--- src/fau_pkg.sv ---
// ----------------------------------------------------------------------------
// fau_pkg
// Shared types and constants for the fraction arithmetic unit.
// ----------------------------------------------------------------------------
package fau_pkg;

    localparam int OPERAND_WIDTH_DEF = 16;
    localparam int RES_NUM_W         = 33;
    localparam int RES_DEN_W         = 31;

    localparam logic [1:0] MODE_ADD = 2'd0;
    localparam logic [1:0] MODE_SUB = 2'd1;
    localparam logic [1:0] MODE_MUL = 2'd2;
    localparam logic [1:0] MODE_DIV = 2'd3;

    localparam logic [1:0] ERR_NONE     = 2'd0;
    localparam logic [1:0] ERR_ZERO_DEN = 2'd1;
    localparam logic [1:0] ERR_DIV_ZERO = 2'd2;

    typedef enum logic [4:0] {
        CMD_NONE,
        CMD_LOAD,
        CMD_GCD_DEN,
        CMD_GCD_RES,
        CMD_GCD_STEP,
        CMD_SAVE_G,
        CMD_DIV_QB,
        CMD_DIV_QA,
        CMD_DIV_MAG,
        CMD_DIV_DEN,
        CMD_DIV_STEP,
        CMD_SAVE_QB,
        CMD_SAVE_QA,
        CMD_SAVE_MAG,
        CMD_SAVE_DEN,
        CMD_MUL_LCM,
        CMD_MUL_TA,
        CMD_MUL_TB,
        CMD_COMBINE,
        CMD_MUL_NUM,
        CMD_MUL_DEN,
        CMD_FINISH
    } t_cmd;

    typedef enum logic [4:0] {
        ST_IDLE,
        ST_CHECK,
        ST_GCD1_GO,
        ST_GCD1,
        ST_DIVQB_GO,
        ST_DIVQB,
        ST_DIVQA_GO,
        ST_DIVQA,
        ST_MUL_LCM,
        ST_MUL_TA,
        ST_MUL_TB,
        ST_COMBINE,
        ST_MUL_NUM,
        ST_MUL_DEN,
        ST_ZERO_CHK,
        ST_GCD2_GO,
        ST_GCD2,
        ST_DIVM_GO,
        ST_DIVM,
        ST_DIVD_GO,
        ST_DIVD,
        ST_FINISH
    } t_state;

    typedef struct packed {
        logic err_flag;
        logic addsub;
        logic mag_zero;
        logic gcd_done;
        logic div_done;
        logic out_free;
    } t_status;

endpackage

--- src/fau_in_if.sv ---
// ----------------------------------------------------------------------------
// fau_in_if
// Input channel: operation and two fractions.
// ----------------------------------------------------------------------------
interface fau_in_if #(
    parameter int OPERAND_WIDTH = 16
);
    logic                            valid;
    logic                            ready;
    logic [1:0]                      mode;
    logic signed [OPERAND_WIDTH-1:0] num_a;
    logic [OPERAND_WIDTH-2:0]        den_a;
    logic signed [OPERAND_WIDTH-1:0] num_b;
    logic [OPERAND_WIDTH-2:0]        den_b;

    modport source (output valid, mode, num_a, den_a, num_b, den_b, input ready);
    modport sink   (input valid, mode, num_a, den_a, num_b, den_b, output ready);
endinterface

--- src/fau_out_if.sv ---
// ----------------------------------------------------------------------------
// fau_out_if
// Output channel: reduced fraction and error code.
// ----------------------------------------------------------------------------
interface fau_out_if;
    logic               valid;
    logic               ready;
    logic signed [32:0] res_num;
    logic [30:0]        res_den;
    logic [1:0]         error_code;

    modport source (output valid, res_num, res_den, error_code, input ready);
    modport sink   (input valid, res_num, res_den, error_code, output ready);
endinterface

--- src/fraction_arithmetic_unit.sv ---
// ----------------------------------------------------------------------------
// fraction_arithmetic_unit
// Adds, subtracts, multiplies or divides two fractions and reduces the result.
// ----------------------------------------------------------------------------
//  channel  dir  payload                              handshake
//  i_in     in   mode, num_a, den_a, num_b, den_b     valid/ready
//  o_out    out  res_num, res_den, error_code         valid/ready
//
//  One item at a time. Add/subtract: gcd of denominators, two quotients,
//  three multiplies and a combine, gcd of result, two quotients. Multiply/divide
//  skip the first gcd and quotients. Errors go straight to the finish state, and
//  a zero result skips the second gcd and quotients.
//  Synchronous active-low reset clears the sequencer and output valid.
//  A stalled result waits in the output register while the next item is taken.
module fraction_arithmetic_unit
    import fau_pkg::*;
#(
    parameter int OPERAND_WIDTH = OPERAND_WIDTH_DEF
) (
    input  logic           i_clk,
    input  logic           i_rst_n,
    fau_in_if.sink         i_in,
    fau_out_if.source      o_out
);

    t_cmd    cmd;
    t_status status;

    fau_ctrl u_ctrl (
        .i_clk      (i_clk),
        .i_rst_n    (i_rst_n),
        .i_in_valid (i_in.valid),
        .o_in_ready (i_in.ready),
        .i_status   (status),
        .o_cmd      (cmd)
    );

    fau_dp #(
        .OPERAND_WIDTH (OPERAND_WIDTH)
    ) u_dp (
        .i_clk        (i_clk),
        .i_rst_n      (i_rst_n),
        .i_cmd        (cmd),
        .o_status     (status),
        .i_mode       (i_in.mode),
        .i_num_a      (i_in.num_a),
        .i_den_a      (i_in.den_a),
        .i_num_b      (i_in.num_b),
        .i_den_b      (i_in.den_b),
        .o_valid      (o_out.valid),
        .i_ready      (o_out.ready),
        .o_res_num    (o_out.res_num),
        .o_res_den    (o_out.res_den),
        .o_error_code (o_out.error_code)
    );

endmodule

--- src/fau_ctrl.sv ---
// ----------------------------------------------------------------------------
// fau_ctrl
// Sequencer: steps the datapath through gcd, divide and multiply phases.
// ----------------------------------------------------------------------------
module fau_ctrl
    import fau_pkg::*;
(
    input  logic    i_clk,
    input  logic    i_rst_n,
    input  logic    i_in_valid,
    output logic    o_in_ready,
    input  t_status i_status,
    output t_cmd    o_cmd
);

    t_state r_state, n_state;

    always_ff @(posedge i_clk) begin
        if (!i_rst_n) begin
            r_state <= ST_IDLE;
        end else begin
            r_state <= n_state;
        end
    end

    always_comb begin
        n_state    = r_state;
        o_cmd      = CMD_NONE;
        o_in_ready = 1'b0;
        case (r_state)
            ST_IDLE: begin
                o_in_ready = 1'b1;
                if (i_in_valid) begin
                    o_cmd   = CMD_LOAD;
                    n_state = ST_CHECK;
                end
            end
            ST_CHECK: begin
                if (i_status.err_flag)    n_state = ST_FINISH;
                else if (i_status.addsub) n_state = ST_GCD1_GO;
                else                      n_state = ST_MUL_NUM;
            end
            ST_GCD1_GO: begin
                o_cmd   = CMD_GCD_DEN;
                n_state = ST_GCD1;
            end
            ST_GCD1: begin
                if (i_status.gcd_done) begin
                    o_cmd   = CMD_SAVE_G;
                    n_state = ST_DIVQB_GO;
                end else begin
                    o_cmd = CMD_GCD_STEP;
                end
            end
            ST_DIVQB_GO: begin
                o_cmd   = CMD_DIV_QB;
                n_state = ST_DIVQB;
            end
            ST_DIVQB: begin
                if (i_status.div_done) begin
                    o_cmd   = CMD_SAVE_QB;
                    n_state = ST_DIVQA_GO;
                end else begin
                    o_cmd = CMD_DIV_STEP;
                end
            end
            ST_DIVQA_GO: begin
                o_cmd   = CMD_DIV_QA;
                n_state = ST_DIVQA;
            end
            ST_DIVQA: begin
                if (i_status.div_done) begin
                    o_cmd   = CMD_SAVE_QA;
                    n_state = ST_MUL_LCM;
                end else begin
                    o_cmd = CMD_DIV_STEP;
                end
            end
            ST_MUL_LCM: begin
                o_cmd   = CMD_MUL_LCM;
                n_state = ST_MUL_TA;
            end
            ST_MUL_TA: begin
                o_cmd   = CMD_MUL_TA;
                n_state = ST_MUL_TB;
            end
            ST_MUL_TB: begin
                o_cmd   = CMD_MUL_TB;
                n_state = ST_COMBINE;
            end
            ST_COMBINE: begin
                o_cmd   = CMD_COMBINE;
                n_state = ST_ZERO_CHK;
            end
            ST_MUL_NUM: begin
                o_cmd   = CMD_MUL_NUM;
                n_state = ST_MUL_DEN;
            end
            ST_MUL_DEN: begin
                o_cmd   = CMD_MUL_DEN;
                n_state = ST_ZERO_CHK;
            end
            ST_ZERO_CHK: begin
                n_state = i_status.mag_zero ? ST_FINISH : ST_GCD2_GO;
            end
            ST_GCD2_GO: begin
                o_cmd   = CMD_GCD_RES;
                n_state = ST_GCD2;
            end
            ST_GCD2: begin
                if (i_status.gcd_done) begin
                    o_cmd   = CMD_SAVE_G;
                    n_state = ST_DIVM_GO;
                end else begin
                    o_cmd = CMD_GCD_STEP;
                end
            end
            ST_DIVM_GO: begin
                o_cmd   = CMD_DIV_MAG;
                n_state = ST_DIVM;
            end
            ST_DIVM: begin
                if (i_status.div_done) begin
                    o_cmd   = CMD_SAVE_MAG;
                    n_state = ST_DIVD_GO;
                end else begin
                    o_cmd = CMD_DIV_STEP;
                end
            end
            ST_DIVD_GO: begin
                o_cmd   = CMD_DIV_DEN;
                n_state = ST_DIVD;
            end
            ST_DIVD: begin
                if (i_status.div_done) begin
                    o_cmd   = CMD_SAVE_DEN;
                    n_state = ST_FINISH;
                end else begin
                    o_cmd = CMD_DIV_STEP;
                end
            end
            ST_FINISH: begin
                // hold until the output register is free
                if (i_status.out_free) begin
                    o_cmd   = CMD_FINISH;
                    n_state = ST_IDLE;
                end
            end
            default: n_state = ST_IDLE;
        endcase
    end

endmodule

--- src/fau_dp.sv ---
// ----------------------------------------------------------------------------
// fau_dp
// Datapath: operand registers, binary gcd, restoring divider, multiplier
// and output register.
// ----------------------------------------------------------------------------
module fau_dp
    import fau_pkg::*;
#(
    parameter int OPERAND_WIDTH = OPERAND_WIDTH_DEF
) (
    input  logic                            i_clk,
    input  logic                            i_rst_n,
    input  t_cmd                            i_cmd,
    output t_status                         o_status,
    input  logic [1:0]                      i_mode,
    input  logic signed [OPERAND_WIDTH-1:0] i_num_a,
    input  logic [OPERAND_WIDTH-2:0]        i_den_a,
    input  logic signed [OPERAND_WIDTH-1:0] i_num_b,
    input  logic [OPERAND_WIDTH-2:0]        i_den_b,
    output logic                            o_valid,
    input  logic                            i_ready,
    output logic signed [RES_NUM_W-1:0]     o_res_num,
    output logic [RES_DEN_W-1:0]            o_res_den,
    output logic [1:0]                      o_error_code
);

    localparam int W  = OPERAND_WIDTH;
    localparam int DW = W - 1;
    localparam int MW = 2 * W;
    localparam int NW = 2 * W + 1;
    localparam int KW = $clog2(MW + 1);

    logic [1:0]           r_mode;
    logic                 r_sa, r_sb;
    logic [W-1:0]         r_ma, r_mb;
    logic [DW-1:0]        r_da, r_db;
    logic [1:0]           r_err;
    logic [MW-1:0]        r_x, r_y, r_g;
    logic [KW-1:0]        r_k, r_cnt;
    logic [MW-1:0]        r_rem, r_quo, r_dvs;
    logic [DW-1:0]        r_qa, r_qb;
    logic signed [NW-1:0] r_ta, r_tb;
    logic [MW-1:0]        r_mag, r_den;
    logic                 r_neg;
    logic                 r_out_valid;
    logic [RES_NUM_W-1:0] r_res_num;
    logic [RES_DEN_W-1:0] r_res_den;
    logic [1:0]           r_res_err;

    logic [W-1:0]         abs_a, abs_b;
    logic [1:0]           load_err;
    logic [W-1:0]         mul_a, mul_b;
    logic [MW-1:0]        prod;
    logic signed [NW-1:0] sprod, sum;
    logic [MW-1:0]        gcd_val;
    logic [MW:0]          trial;
    logic                 fit;
    logic signed [NW-1:0] snum;

    assign abs_a = i_num_a[W-1] ? W'(-i_num_a) : W'(i_num_a);
    assign abs_b = i_num_b[W-1] ? W'(-i_num_b) : W'(i_num_b);

    always_comb begin
        if (i_den_a == '0 || i_den_b == '0)          load_err = ERR_ZERO_DEN;
        else if (i_mode == MODE_DIV && i_num_b == '0) load_err = ERR_DIV_ZERO;
        else                                         load_err = ERR_NONE;
    end

    // shared multiplier operand selection
    always_comb begin
        mul_a = r_ma;
        mul_b = r_mb;
        case (i_cmd)
            CMD_MUL_LCM: begin
                mul_a = W'(r_da);
                mul_b = W'(r_qb);
            end
            CMD_MUL_TA: begin
                mul_a = r_ma;
                mul_b = W'(r_qb);
            end
            CMD_MUL_TB: begin
                mul_a = r_mb;
                mul_b = W'(r_qa);
            end
            CMD_MUL_NUM: begin
                mul_a = r_ma;
                mul_b = (r_mode == MODE_MUL) ? r_mb : W'(r_db);
            end
            CMD_MUL_DEN: begin
                mul_a = W'(r_da);
                mul_b = (r_mode == MODE_MUL) ? W'(r_db) : r_mb;
            end
            default: begin
                mul_a = r_ma;
                mul_b = r_mb;
            end
        endcase
    end

    assign prod  = mul_a * mul_b;
    assign sprod = signed'({1'b0, prod});
    assign sum   = (r_mode == MODE_ADD) ? r_ta + r_tb : r_ta - r_tb;

    assign gcd_val = (r_x | r_y) << r_k;
    assign trial   = {r_rem, r_quo[MW-1]};
    assign fit     = trial >= {1'b0, r_dvs};

    assign snum = r_neg ? -signed'({1'b0, r_mag}) : signed'({1'b0, r_mag});

    always_ff @(posedge i_clk) begin
        case (i_cmd)
            CMD_LOAD: begin
                r_mode <= i_mode;
                r_sa   <= i_num_a[W-1];
                r_sb   <= i_num_b[W-1];
                r_ma   <= abs_a;
                r_mb   <= abs_b;
                r_da   <= i_den_a;
                r_db   <= i_den_b;
                r_err  <= load_err;
            end
            CMD_GCD_DEN: begin
                r_x <= MW'(r_da);
                r_y <= MW'(r_db);
                r_k <= '0;
            end
            CMD_GCD_RES: begin
                r_x <= r_mag;
                r_y <= r_den;
                r_k <= '0;
            end
            CMD_GCD_STEP: begin
                if (!r_x[0] && !r_y[0]) begin
                    r_x <= r_x >> 1;
                    r_y <= r_y >> 1;
                    r_k <= r_k + 1'b1;
                end else if (!r_x[0]) begin
                    r_x <= r_x >> 1;
                end else if (!r_y[0]) begin
                    r_y <= r_y >> 1;
                end else if (r_x >= r_y) begin
                    r_x <= (r_x - r_y) >> 1;
                end else begin
                    r_y <= (r_y - r_x) >> 1;
                end
            end
            CMD_SAVE_G: r_g <= gcd_val;
            CMD_DIV_QB, CMD_DIV_QA, CMD_DIV_MAG, CMD_DIV_DEN: begin
                r_rem <= '0;
                r_dvs <= r_g;
                r_cnt <= KW'(MW);
                case (i_cmd)
                    CMD_DIV_QB:  r_quo <= MW'(r_db);
                    CMD_DIV_QA:  r_quo <= MW'(r_da);
                    CMD_DIV_MAG: r_quo <= r_mag;
                    default:     r_quo <= r_den;
                endcase
            end
            CMD_DIV_STEP: begin
                r_rem <= fit ? MW'(trial - {1'b0, r_dvs}) : trial[MW-1:0];
                r_quo <= {r_quo[MW-2:0], fit};
                r_cnt <= r_cnt - 1'b1;
            end
            CMD_SAVE_QB:  r_qb  <= r_quo[DW-1:0];
            CMD_SAVE_QA:  r_qa  <= r_quo[DW-1:0];
            CMD_SAVE_MAG: r_mag <= r_quo;
            CMD_SAVE_DEN: r_den <= r_quo;
            CMD_MUL_LCM:  r_den <= prod;
            CMD_MUL_TA:   r_ta  <= r_sa ? -sprod : sprod;
            CMD_MUL_TB:   r_tb  <= r_sb ? -sprod : sprod;
            CMD_COMBINE: begin
                r_neg <= sum[NW-1];
                r_mag <= sum[NW-1] ? MW'(-sum) : MW'(sum);
            end
            CMD_MUL_NUM: begin
                r_mag <= prod;
                r_neg <= r_sa ^ r_sb;
            end
            CMD_MUL_DEN: r_den <= prod;
            CMD_FINISH: begin
                if (r_err != ERR_NONE) begin
                    r_res_num <= '0;
                    r_res_den <= '0;
                end else if (r_mag == '0) begin
                    r_res_num <= '0;
                    r_res_den <= RES_DEN_W'(1);
                end else begin
                    r_res_num <= RES_NUM_W'(snum);
                    r_res_den <= RES_DEN_W'(r_den);
                end
                r_res_err <= r_err;
            end
            default: ;
        endcase
    end

    always_ff @(posedge i_clk) begin
        if (!i_rst_n) begin
            r_out_valid <= 1'b0;
        end else if (i_cmd == CMD_FINISH) begin
            r_out_valid <= 1'b1;
        end else if (i_ready) begin
            r_out_valid <= 1'b0;
        end
    end

    assign o_status.err_flag = (r_err != ERR_NONE);
    assign o_status.addsub   = (r_mode == MODE_ADD) || (r_mode == MODE_SUB);
    assign o_status.mag_zero = (r_mag == '0);
    assign o_status.gcd_done = (r_x == '0) || (r_y == '0);
    assign o_status.div_done = (r_cnt == '0);
    assign o_status.out_free = !r_out_valid || i_ready;

    assign o_valid      = r_out_valid;
    assign o_res_num    = signed'(r_res_num);
    assign o_res_den    = r_res_den;
    assign o_error_code = r_res_err;

endmodule
--- src/flat_wrapper.sv ---
// flat-port wrapper written by rule: the top's interface ports become plain ports
module fraction_arithmetic_unit_flat import fau_pkg::*;
#(
    parameter int OPERAND_WIDTH = OPERAND_WIDTH_DEF
)
  (i_clk, i_rst_n, i_in_valid, i_in_mode, i_in_num_a, i_in_den_a, i_in_num_b, i_in_den_b, i_in_ready, o_out_valid, o_out_res_num, o_out_res_den, o_out_error_code, o_out_ready);
  fau_in_if #(.OPERAND_WIDTH(OPERAND_WIDTH)) i_in_i ();
  fau_out_if o_out_i ();
  input  logic i_clk;
  input  logic i_rst_n;
  input wire logic [$bits(i_in_i.valid)-1:0] i_in_valid;
  input wire logic [$bits(i_in_i.mode)-1:0] i_in_mode;
  input wire logic [$bits(i_in_i.num_a)-1:0] i_in_num_a;
  input wire logic [$bits(i_in_i.den_a)-1:0] i_in_den_a;
  input wire logic [$bits(i_in_i.num_b)-1:0] i_in_num_b;
  input wire logic [$bits(i_in_i.den_b)-1:0] i_in_den_b;
  output wire logic [$bits(i_in_i.ready)-1:0] i_in_ready;
  output wire logic [$bits(o_out_i.valid)-1:0] o_out_valid;
  output wire logic [$bits(o_out_i.res_num)-1:0] o_out_res_num;
  output wire logic [$bits(o_out_i.res_den)-1:0] o_out_res_den;
  output wire logic [$bits(o_out_i.error_code)-1:0] o_out_error_code;
  input wire logic [$bits(o_out_i.ready)-1:0] o_out_ready;
  assign i_in_i.valid = i_in_valid;
  assign i_in_i.mode = i_in_mode;
  assign i_in_i.num_a = i_in_num_a;
  assign i_in_i.den_a = i_in_den_a;
  assign i_in_i.num_b = i_in_num_b;
  assign i_in_i.den_b = i_in_den_b;
  assign i_in_ready = i_in_i.ready;
  assign o_out_valid = o_out_i.valid;
  assign o_out_res_num = o_out_i.res_num;
  assign o_out_res_den = o_out_i.res_den;
  assign o_out_error_code = o_out_i.error_code;
  assign o_out_i.ready = o_out_ready;
  fraction_arithmetic_unit #(.OPERAND_WIDTH(OPERAND_WIDTH)) u_core (.i_clk(i_clk), .i_rst_n(i_rst_n), .i_in(i_in_i), .o_out(o_out_i));
endmodule
--- config.mk ---
export PLATFORM = sky130hd
export DESIGN_NAME = fraction_arithmetic_unit_flat
export DESIGN_NICKNAME = d
export VERILOG_FILES = /design/src/fau_pkg.sv /design/src/fau_in_if.sv /design/src/fau_out_if.sv /design/src/fraction_arithmetic_unit.sv /design/src/fau_ctrl.sv /design/src/fau_dp.sv /design/src/flat_wrapper.sv
export SDC_FILE = /design/constraint.sdc
export NUM_CORES = 2
export LEC_CHECK = 0
export ABC_CLOCK_PERIOD_IN_PS = 13200
export BUFFER_PORTS_ARGS = -buffer_cell sky130_fd_sc_hd__buf_2
export CORE_ASPECT_RATIO = 1.1
export CORE_MARGIN = 4
export CORE_UTILIZATION = 59
export CTS_CLUSTER_DIAMETER = 30
export DETAILED_ROUTE_END_ITERATION = 8
export PLACE_DENSITY_LB_ADDON = 0.1
export SLEW_MARGIN = 20
export SYNTH_ARGS = -nofsm -noshare
export SYNTH_HDL_FRONTEND = slang
export SYNTH_HIERARCHICAL = 1
export SYNTH_SLANG_ARGS = --single-unit
--- constraint.sdc ---
create_clock -name i_clk -period 13.2 [get_ports i_clk]
set_input_delay 0 -clock i_clk [delete_from_list [all_inputs] [get_ports i_clk]]
set_output_delay 0 -clock i_clk [all_outputs]
set_load 0.03 [all_outputs]
=== After elaboration in Yosys (flattened, before gate mapping) ===
Index checks and enable logic that the tools add are counted.

* Bits in latches: 0
* Input bits: 68
* Logic and storage cells: 208
* ROM bits: 0
* Output and inout port bits: 68
* Bits in writable memories: 0
* Register bits after elaboration: 505
* Memories: 0

* Reduce and logical (&&, ||, !) cells: 39
* Add/subtract/negate cells: 12
* Divide/modulo/power cells: 0
* Shift-type cells: 1
* Bitwise operators: 3
* Multiplexer cells: 56
* Multipliers: 1
* Order comparisons: 2
* Equality and inequality tests: 58

{| class="wikitable"
|+ Operators with widths
! kind !! number
|-
| $mux W32 || 13
|-
| $pmux W32 S3 || 4
|-
| $pmux W32 S2 || 3
|-
| $pmux W5 S21 || 1
|-
| $logic_not A32 Y1 || 3
|-
| $sub A32 B32 Y32 || 3
|-
| $pmux W5 S19 || 1
|-
| $eq A5 B4 Y1 const B || 16
|-
| $neg A32 Y33 || 2
|-
| $pmux W16 S4 || 1
|-
| $eq A5 B5 Y1 const B || 12
|-
| $mux W5 || 11
|-
| $eq A5 B3 Y1 const B || 8
|-
| $add A33 B33 Y33 || 1
|-
| $ge A33 B32 Y1 || 1
|-
| $mux W33 || 1
|-
| $sub A33 B33 Y33 || 1
|-
| $ge A32 B32 Y1 || 1
|-
| $mul A16 B16 Y32 || 1
|-
| $mux W16 || 2
|-
| $neg A16 Y16 || 2
|-
| $neg A32 Y32 || 1
|-
| $or A32 B32 Y32 || 1
|-
| $pmux W16 S2 || 1
|-
| other kinds (37) || 81
|}

=== Depth between registers and ports, before layout ===
* Word-level depth: 10
* Depth in mapped cells: 42

=== Hierarchy ===
Netlist, hierarchy kept.

{| class="wikitable"
|+ Modules (own cells, without submodules)
! module !! sequential area each (sq um) !! times used !! cells an instance !! area each (sq um)
|-
| fau_dp || 15004.4 || 1 || 4348 || 41533.6
|-
| fau_ctrl || 100.1 || 1 || 117 || 832.0
|}

=== Least setup slack after synthesis ===
OpenSTA, ideal clock, no wires.

* Kind: register -> register
* Start point: register u_core.u_ctrl.r_state[3]
* End point: register u_core.u_dp.r_ta[32], data pin
* Buffers on the path: 6
* Period minus slack after synthesis: 10167 ps
* Stages on the path, launching flop included: 39
* Arrival time: 9901 ps
* Path slack: 3033 ps
* Required time: 12933 ps
* Cell sequence: dfxtp_1 buf_6 or2_4 nand3b_4 inv_1 a221oi_1 o211ai_1 buf_2 nand3b_1 nor3_1 clkbuf_1 clkbuf_1 clkbuf_1 a221o_1 nand2_1 fa_1 inv_1 fa_1 (+3 left out) fa_1 fa_1 inv_1 fa_1 inv_1 ha_1 buf_2 nand2_1 nor2_1 nand2_1 o21ai_0 a41oi_1 o41ai_1 xor2_1 nor4b_4 nand2_1 nor4_1 nor2b_1

* Longest elaborated chain between the ends: 8
* Elaborated cells between the ends (all ways): 33
* Those cells by class: add/sub (1); mul (1); eq/ne (24); mux (3); reduce/logical (4)

{| class="wikitable"
|+ RTL lines
! item !! line !! source
|-
| start, declared || fau_ctrl.sv:16 || <nowiki>t_state r_state, n_state;</nowiki>
|-
| start signal, assigned || fau_ctrl.sv:22 || <nowiki>r_state <= n_state;</nowiki>
|-
| $eq A5 B5 Y1 / $eq A5 B2 Y1 (equally long branches) || fau_ctrl.sv:30 || <nowiki>case (r_state)</nowiki>
|-
| $reduce_or A2 Y1 (no source line) || n/a ||
|-
| $pmux W5 S19 (*) || fau_ctrl.sv:30 ||
|-
| via u_core.cmd[0] || fraction_arithmetic_unit.sv:26 || <nowiki>t_cmd cmd;</nowiki>
|-
| $eq A5 B4 Y1 / $eq A5 B5 Y1 (equally long branches) || fau_dp.sv:73 || <nowiki>case (i_cmd)</nowiki>
|-
| $reduce_or A2 Y1 (no source line) || n/a ||
|-
| $pmux W16 S4 / $pmux W16 S2 (equally long branches) || fau_dp.sv:73 ||
|-
| $mul A16 B16 Y32 (*) || fau_dp.sv:101 || <nowiki>assign prod = mul_a * mul_b;</nowiki>
|-
| $neg A32 Y33 (*) || fau_dp.sv:170 || <nowiki>CMD_MUL_TA: r_ta <= r_sa ? -sprod : sprod;</nowiki>
|-
| end signal, assigned || fau_dp.sv:170 ||
|-
| end, declared || fau_dp.sv:42 || <nowiki>logic signed [NW-1:0] r_ta, r_tb;</nowiki>
|}

The timed path passes the listed nets; every way through them passes the cells marked *.
A chain may end at the register's enable or synchronous reset.

=== Worst setup path after layout ===
* Start point: register u_core.u_ctrl.r_state[4]
* End point: register u_core.u_dp.r_ta[32], data pin

Same word-level chain as after synthesis.

==> impl_metrics.prom <==
# TYPE chip_impl_metric gauge
chip_impl_metric{name="wl_per_cell",unit="um"} 25.9
chip_impl_metric{name="layout-drive-gt1-share",unit=""} 0.104
chip_impl_metric{name="dpl_worst_slack",unit="ns"} 1.65
chip_impl_metric{name="timing.critical_path.slowest_cell_delay",unit="ns"} 0.76
chip_impl_info{name="outcome",value="complete, no violations"} 1
chip_impl_metric{name="min_period_over_period",unit=""} 0.895
chip_impl_metric{name="std_cell_rows",unit=""} 102
chip_impl_info{name="critPathMostFrequentCell",value="nand2_1"} 1
chip_impl_metric{name="numClockSinks",unit=""} 505
chip_impl_metric{name="grt_start_max_net_pins",unit=""} 79
chip_impl_metric{name="overflow_after_grt",unit=""} 0
chip_impl_metric{name="final_hold_viol_count",unit=""} 0
chip_impl_metric{name="synth.avg_cell_area",unit="um2"} 9.49
chip_impl_metric{name="route.vias.total",unit=""} 36700
chip_impl_metric{name="clock.fmax",unit="MHz"} 84.7
chip_impl_metric{name="finish.net_count",unit=""} 5195
chip_impl_metric{name="synth_seq_cells",unit=""} 505
chip_impl_metric{name="coreArea",unit="mm2"} 0.0708
chip_impl_info{name="rsz0062_at_grt",value="false"} 1
chip_impl_metric{name="clk-insertion-delay-late",unit="ns"} 0.68
chip_impl_metric{name="start_util",unit=""} 0.598
chip_impl_info{name="worst_hold_path_type",value="primary input to flop"} 1
chip_impl_metric{name="antenna_found_initial",unit=""} 11
chip_impl_metric{name="synth_enable_flop_cells",unit=""} 499
chip_impl_metric{name="die-height",unit="um"} 289
chip_impl_metric{name="avgViaCountPerCell",unit=""} 6.45
chip_impl_metric{name="ctsHtreeMaxLevel",unit=""} 3
chip_impl_metric{name="wire_length_of_the_first_global_routing_pass",unit="um"} 218000
chip_impl_metric{name="synth.yosys.seq_area_share",unit=""} 0.357
chip_impl_info{name="timing.hold.worst.start",value="i_in_den_b[0]"} 1
chip_impl_info{name="timing.rr.end",value="u_core/u_dp/r_ta[32]"} 1
chip_impl_info{name="hold-path-endpoint",value="u_core/u_dp/r_db[0]"} 1
chip_impl_metric{name="cts.repair_timing.setup_buffer_count",unit=""} 0
chip_impl_metric{name="vias_in_the_first_global_route",unit=""} 35400
chip_impl_metric{name="die_area",unit="mm2"} 0.0762
chip_impl_info{name="rr_startpoint",value="u_core/u_ctrl/r_state[4]"} 1
chip_impl_metric{name="setup_viol_count_final",unit=""} 0
chip_impl_metric{name="final.hold.worst_slack",unit="ns"} 0.0593
chip_impl_metric{name="worst-endpoint-arrival",unit="ns"} 12.21
chip_impl_metric{name="global_route.usage.total",unit=""} 0.377
chip_impl_metric{name="worstHoldPathCells",unit=""} 2
chip_impl_info{name="post-synth-top-area-cell",value="edfxtp_1"} 1
chip_impl_info{name="cts_tree",value="built"} 1
chip_impl_metric{name="rrSetupSlack",unit="ns"} 1.39
chip_impl_metric{name="cts-buffers-inserted",unit=""} 104
chip_impl_metric{name="die-width",unit="um"} 263
chip_impl_metric{name="worst-slew-pin-transition",unit="ns"} 1.18
chip_impl_metric{name="synth_nets",unit=""} 5004
chip_impl_info{name="synth_top_flop_cell",value="edfxtp_1"} 1
chip_impl_metric{name="place.gp.congestion",unit=""} 1.01
chip_impl_metric{name="syn2layout_area_growth",unit="%"} 14.7
chip_impl_metric{name="hpwl",unit="um"} 111000
chip_impl_metric{name="detail-route-antenna-nets",unit=""} 0
chip_impl_metric{name="clockBufferDepth",unit=""} 3
chip_impl_metric{name="routed_wirelength",unit="um"} 147000
chip_impl_metric{name="drt_iter0_markers",unit=""} 4578
chip_impl_metric{name="detailedRoute.firstPassIterationCount",unit=""} 7
chip_impl_metric{name="ys.warnings.count",unit=""} 6
chip_impl_info{name="critPathLaunchType",value="flop"} 1
chip_impl_metric{name="timing.critical_path.fanout_max",unit=""} 22
chip_impl_info{name="setup.worst_path.class",value="flop to flop"} 1
chip_impl_metric{name="hold_buffers",unit=""} 93
chip_impl_metric{name="buffer_ports.inserted",unit=""} 135
chip_impl_metric{name="post_cts_resized",unit=""} 0
chip_impl_metric{name="mappedNetlistArea",unit="mm2"} 0.0424
chip_impl_metric{name="post-route-worst-setup-slack",unit="ns"} 1.39
chip_impl_info{name="mostFrequentLayoutCell",value="edfxtp_1"} 1
chip_impl_metric{name="final_max_slew_viol_count",unit=""} 0
chip_impl_info{name="root_buffer",value="clkbuf_16"} 1
chip_impl_info{name="slowest_stage",value="dfxtp_1"} 1
chip_impl_metric{name="io_pins",unit=""} 136
chip_impl_metric{name="finalCriticalPeriod",unit="ns"} 11.81
chip_impl_info{name="end_kind",value="flop"} 1
chip_impl_metric{name="rr_worst_depth",unit=""} 36
chip_impl_info{name="worstSetupStartpoint",value="u_core/u_ctrl/r_state[4]"} 1
chip_impl_metric{name="async_reset_ff_frac",unit=""} 0
chip_impl_metric{name="crit_required",unit="ns"} 13.60
chip_impl_metric{name="final.setup.tns",unit="ns"} 0
chip_impl_metric{name="max_cap_violations",unit=""} 0
chip_impl_metric{name="skew",unit="ns"} 0.0459
chip_impl_metric{name="yosys.cell_types.count",unit=""} 108
chip_impl_metric{name="max_slew_margin",unit=""} 0.210
chip_impl_metric{name="post-synth-top-area-fraction",unit=""} 0.354
chip_impl_metric{name="drc_errors",unit=""} 0
chip_impl_metric{name="post_synth_inst_count",unit=""} 4465
chip_impl_metric{name="cts_clock_pin_slew_for_the_worst_setup_and_hold_paths",unit="ns"} 0.06
chip_impl_info{name="synth_area_leaders",value="edfxtp_1 (35%), fa_1 (9.4%), ha_1 (8.1%)"} 1
chip_impl_info{name="layout.cells.most_common_list",value="edfxtp_1 (499), nand2_1 (484), nor2_1 (457), inv_1 (407), ha_1 (273)"} 1
[worst max-delay path, delay by kind of cell, from the launching register on]
family / cells / cell delay, ns
compound gates: 7 / 2.99
xor+xnor: 1 / 0.43
simple gates: 14 / 3.18
flops: 1 / 0.76
buf+inv: 7 / 0.75
fa+ha+maj: 7 / 3.40
[final cells by class]
| cell class | instances | area (um2) |
|---|---|---|
| multi-input combinational | 3330 | 24900 |
| clock inverter | 80 | 946 |
| tap | 936 | 1170 |
| timing repair buffer | 305 | 2220 |
| antenna | 12 | 30.0 |
| fill | 5566 | 22200 |
| clock buffer | 115 | 2640 |
| inverter | 410 | 1540 |
| sequential | 505 | 15100 |
[layer usage]
| metal | vias to the layer above | share of wire | global-route usage |
|---|---|---|---|
| met5 | - | 0.000068 | 0 |
| met4 | 2 | 0.079 | 0.254 |
| met3 | 579 | 0.10 | 0.0855 |
| met2 | 2256 | 0.46 | 0.608 |
| met1 | 17600 | 0.36 | 0.455 |
| li1 | 16200 | - | - |
[worst max path at each step]
stage,end,depth (start not counted)
2_1_floorplan,u_core/u_dp/r_ta[32],38
5_1_grt,u_core/u_dp/r_tb[32],36
3_3_place_gp,u_core/u_dp/r_tb[32],36
6_report,u_core/u_dp/r_ta[32],36
4_1_cts,u_core/u_dp/r_ta[32],35
3_5_place_dp,u_core/u_dp/r_tb[32],35
[cells by family (layout without fill, tap and decap cells)]
group	Yosys count	count (layout)	share of synthesized area
adder cells (fa/ha/maj)	471	471	0.174
multiplexers	83	83	0.0237
XOR/XNOR	318	318	0.0657
other	0	12	0
AND/OR/NAND/NOR	1429	1429	0.159
buffers and inverters	630	910	0.0576
AO/OA/AOI/OAI	1029	1029	0.164
flip-flops	505	505	0.357
[synthesized netlist by cell type (14+ instances only)]
cell type  count
or3_1         33
nor4_1        46
a21o_1        50
o31ai_1       37
ha_1         273
a31oi_1       55
o211ai_1      19
a221o_1       29
nand2_1      485
and3_1        22
a21oi_1      230
o21ai_0      224
nand3_1       55
a22oi_1       50
nor3_1        53
a211oi_1      43
a22o_1        47
nand4_1       26
o21a_1        26
inv_1        408
xor2_1       115
nand2b_1      36
clkbuf_1     175
edfxtp_1     499
o21bai_1      35
buf_2         25
a221oi_1      32
and2_1        79
o22ai_1       14
mux2i_1       61
nor2_1       464
a222oi_1      15
fa_1         198
xnor2_1      203
nor2b_1       39
[stage by stage]
step	instance area (um2)	util	instances
2_1_floorplan	42400	-	4465
3_3_place_gp	44000	0.621	5388
3_5_place_dp	44000	0.621	5389
4_1_cts	48500	0.685	5677
5_1_grt	48600	0.686	5683
6_report	48600	0.686	5693
Power is not shown: default switching activity piles up to over one toggle a cycle in this logic, so the estimate is an artifact.
